[config.mk]
export PLATFORM = sky130hd
export DESIGN_NAME = tomq_cell
export DESIGN_NICKNAME = d
export VERILOG_FILES = /design/src/rtl/core/tomq_pkg.sv /design/src/rtl/core/tomq_cell.sv
export SDC_FILE = /design/constraint.sdc
export NUM_CORES = 1
export LEC_CHECK = 0
export BUFFER_PORTS_ARGS = -buffer_cell sky130_fd_sc_hd__buf_2
export CORE_AREA = 2 2 227 229
export DETAILED_ROUTE_END_ITERATION = 7
export DIE_AREA = 0 0 229 231
export PLACE_DENSITY = 0.41
export RECOVER_POWER = 25
export SLEW_MARGIN = 15
export SYNTH_ARGS = -nofsm -noshare
export SYNTH_HDL_FRONTEND = slang
export SYNTH_SLANG_ARGS = --single-unit
[constraint.sdc]
create_clock -name clk -period 6.7 [get_ports clk]
set_input_delay 0.335 -clock clk [delete_from_list [all_inputs] [get_ports clk]]
set_output_delay 0.335 -clock clk [all_outputs]
set_load 0.02 [all_outputs]
[src/rtl/core/tomq_pkg.sv]
`timescale 1ns / 1ps
`default_nettype none

package tomq_pkg;

    localparam int QUEUE_DEPTH_DEF = 16;

    localparam int TIME_W    = 63;
    localparam int HANDLER_W = 16;
    localparam int CODE_W    = 32;
    localparam int OBJ_W     = 32;

    typedef enum logic [1:0] {
        OP_ENQ   = 2'd0,
        OP_POP   = 2'd1,
        OP_QUERY = 2'd2
    } op_t;

    typedef enum logic [1:0] {
        STAT_DONE  = 2'd0,
        STAT_FULL  = 2'd1,
        STAT_EMPTY = 2'd2
    } status_t;

    typedef struct packed {
        logic [TIME_W-1:0]    when_time;
        logic [HANDLER_W-1:0] handler;
        logic [CODE_W-1:0]    code;
        logic [OBJ_W-1:0]     obj;
    } msg_t;

    typedef struct packed {
        logic valid;
        msg_t msg;
    } entry_t;

    // Broadcast from the top level to every cell
    typedef struct packed {
        logic enq;
        logic pop;
        msg_t msg;
    } cell_cmd_t;

endpackage

`default_nettype wire

[src/rtl/core/tomq_cell.sv]
`timescale 1ns / 1ps
`default_nettype none

module tomq_cell
    import tomq_pkg::*;
(
    input  logic      clk,
    input  logic      rst_n,
    input  cell_cmd_t cmd,
    input  entry_t    prev_entry,
    input  logic      prev_keep,
    input  entry_t    next_entry,
    output entry_t    entry,
    output logic      keep,
    output logic      match
);

    logic valid_reg;
    logic valid_next;
    msg_t msg_reg;
    msg_t msg_next;

    assign entry.valid = valid_reg;
    assign entry.msg   = msg_reg;

    // Entries at or before the new time stay put; the rest shift toward the tail
    assign keep = valid_reg && (msg_reg.when_time <= cmd.msg.when_time);

    assign match = valid_reg
                && (msg_reg.handler == cmd.msg.handler)
                && (msg_reg.code == cmd.msg.code)
                && ((cmd.msg.obj == '0) || (msg_reg.obj == cmd.msg.obj));

    always_comb
    begin
        valid_next = valid_reg;
        msg_next   = msg_reg;
        if (cmd.enq)
        begin
            if (!keep)
            begin
                if (prev_keep)
                begin
                    valid_next = 1'b1;
                    msg_next   = cmd.msg;
                end
                else
                begin
                    valid_next = prev_entry.valid;
                    msg_next   = prev_entry.msg;
                end
            end
        end
        else if (cmd.pop)
        begin
            valid_next = next_entry.valid;
            msg_next   = next_entry.msg;
        end
    end

    always_ff @(posedge clk or negedge rst_n)
    begin
        if (!rst_n)
        begin
            valid_reg <= 1'b0;
        end
        else
        begin
            valid_reg <= valid_next;
        end
    end

    always_ff @(posedge clk)
    begin
        msg_reg <= msg_next;
    end

endmodule

`default_nettype wire

==> results.yml <==
place:
  gp_congestion: 0.876
  post-place-ws_ps: 2370
  dp_hpwl_um: 34600
  portBuffers: 581
layout:
  nets: 2050
  final_layout_size_suffix_gt1_share_pct: 36.4
  areaGrowthSynthToFinish_pct: 41.5
  num-fill-cells: 5618
  largest_register_ffs: 143
yosys:
  synth_top_cell_by_area: "edfxtp_1"
  ys_seq_elements: 144
  syn_area_per_cell_sq_um: 9.94
  synthDistinctLibCells: 41
  seq_area_frac_synth_pct: 43.8
  synth-edff-count: 143
  yosys-top-cells-area: "edfxtp_1, mux2i_1, a21oi_1"
  syn_area_sq_um: 9870
  synthArstFlopShare_pct: 0.694
  synth_top_area_share_pct: 43.5
  syn_inst: 993
  synth_warnings: 0
  syn_nets: 1492
  synth_ff_type: "edfxtp_1"
min_path:
  holdCritPathClass: "in2reg"
  hold_path_depth: 3
  hold_path_end: "valid_reg"
  min_from: "prev_entry[143]"
critical_path:
  path_cells: "ha_1, nand4_2, nor4_2, nand2_1, o221ai_1, nor4_1, o21ai_1, mux2_8, buf_4"
  worstSetupStartpointType: "register"
  crit_type: "reg2reg"
  r2r_start: "entry[133]"
  slowest_delay_ps: 820
  cp.arrival_ps: 4100
  cp_slowest_cell: "buf_4"
  startpoint: "entry[133]"
  crit_required_ps: 6800
  r2r-end: "entry[21]"
  r2r_cells: 9
  crit_path_max_fanout: 75
  reg2reg_slack_ps: 2690
  endpoint_kind: "register"
detailed_routing:
  firstDrtPassIters: 4
  vias: 9602
  vias_per_cell: 4.28
  wl_per_cell_um: 18.8
  drt_wl_total_um: 42200
  remaining_drc_errors: 0
  drtIter0Drc: 274
  antenna_left: 0
global_route:
  grt.total_usage_pct: 15.7
  antenna_found_initial: 10
  grt_pass1_wl_um: 60600
  overflow: 0
  first_global_vias: 9913
  grt_max_degree: 96
run:
  maxCapViolations: 1
timing:
  worst_slack_ps: 2690
  drv_slew: 74
  slew_headroom_pct: -95.7
  clock.fmax_ghz: 0.250
  min_period_ps: 4010
  rsz0062_at_grt: "false"
  max_slew.worst_pin.slew_ps: 2940
  setup_viol: 0
  hold_viol: 0
  tns_ps: 0
  min_period_over_period_pct: 59.8
  skew_ps: 10.6
clocking:
  cts_buffers: 17
  cts.path.max_buffers: 2
  numClockSinks: 144
  cts_tree: "built"
  postCtsSetupBuffers: 0
  ctsResizeCount: 0
  cts_hold_buf: 1
  path_clk_slew_ps: 60
  cts-htree-levels: 4
  clockRootBuffer: "clkbuf_16"
  insertion_delay_ps: 480
outcome:
  violations: "max-capacitance violations, max-slew violations"
  status: "finished with violations"
floorplan:
  io_pins: 582
  rows: 83
  die_w_um: 229
  die_h_um: 231
  start_util_pct: 19.5
  die_area_sq_um: 52900
  fp.coreArea_sq_um: 50700
power_and_ir_drop:
  power.density_nw_per_um2: 218
  leakage_uw: 0.00654
  power_uw: 3040
  peakVddDrop_v: 0.000143
[logic make-up (layout without fill, tap and decap cells)]
logic type,Yosys count,after routing,share of synthesized area [%]
buf+inv,132,703,5.40
flops,144,144,43.8
other cells,0,2,0
compound gates,211,211,11.7
xor+xnor,65,65,5.77
fa+ha+maj,63,63,7.98
mux,144,144,14.6
simple gates,234,234,10.8
[cell usage after synthesis, types with 7 or more instances]
cell         n
o2bb2ai_1    7
a21oi_1    168
a221oi_1     8
ha_1        63
o21ai_0      7
xnor2_1     27
mux2i_1    143
clkbuf_1    30
inv_1       82
nor2_1     151
buf_2       15
nand3_1     10
nor4_1      20
nand4_1     17
nand2_1     20
xor2_1      38
edfxtp_1   143
[cell usage in the layout (no fill, tap or decap), types with 3 or more instances in the layout]
master and instances:
a211oi_1 4, a21oi_1 168, a221oi_1 8, buf_2 530, buf_4 5, clkbuf_1 52, clkbuf_16 17, clkinv_1 5
clkinv_2 3, edfxtp_1 143, ha_1 63, inv_1 82, mux2i_1 143, nand2_1 20, nand3_1 10, nand4_1 17
nand4_2 3, nor2_1 151, nor3_1 6, nor4_1 20, o21ai_0 7, o21ai_1 4, o22ai_1 4, o2bb2ai_1 7
xnor2_1 27, xor2_1 38
[critical path: cells and delay by family, from the launching register on]
family	cells	cell delay, ps
fa+ha+maj	1	350
mux	1	590
buf+inv	1	820
compound gates	2	510
flops	1	390
simple gates	4	840
[stage by stage]
stage / cells / hold WS, ps / area [sq um] / utilization [%]
after floorplan: 993 / 39.4 / 9870 / -
after global placement: 2211 / 111 / 13500 / 26.6
after detailed placement: 2211 / 111 / 13500 / 26.6
after CTS: 2244 / 94.7 / 14000 / 27.7
after global routing: 2246 / 134 / 14000 / 27.6
final: 2246 / 170 / 14000 / 27.6
[routing by layer]
metal	track usage (%)	vias up	part of all wire, %
met3	5.04	59	7.5
met5	0	-	0.14
li1	-	4719	-
met4	7.16	10	2.9
met1	18.3	4417	42
met2	26.2	397	47
[worst max path at each step]
stage                     slack, ps        end  cells after the start
final                          2690  entry[21]                      9
after global routing           2220  entry[20]                      9
after CTS                      2450  entry[20]                      9
after detailed placement       2370  entry[38]                     11
after global placement         2410  entry[36]                     11
after floorplan                2540   entry[0]                      8
[power by group]
group,switching [uW],internal (uW)
logic,565,336
clock network,421,501
registers,73.7,1150
[area by class of cell]
class / count / area [sq um] / area share [%]
multi-input combinational: 717 / 5030 / 36.0
sequential: 144 / 4320 / 30.9
timing repair buffer: 588 / 2920 / 20.9
tap: 680 / 851 / 6.09
clock buffer: 19 / 433 / 3.10
inverter: 83 / 312 / 2.23
clock inverter: 13 / 96.3 / 0.690
antenna: 2 / 5.00 / 0.0358
Power figures use the tool's default switching activity.
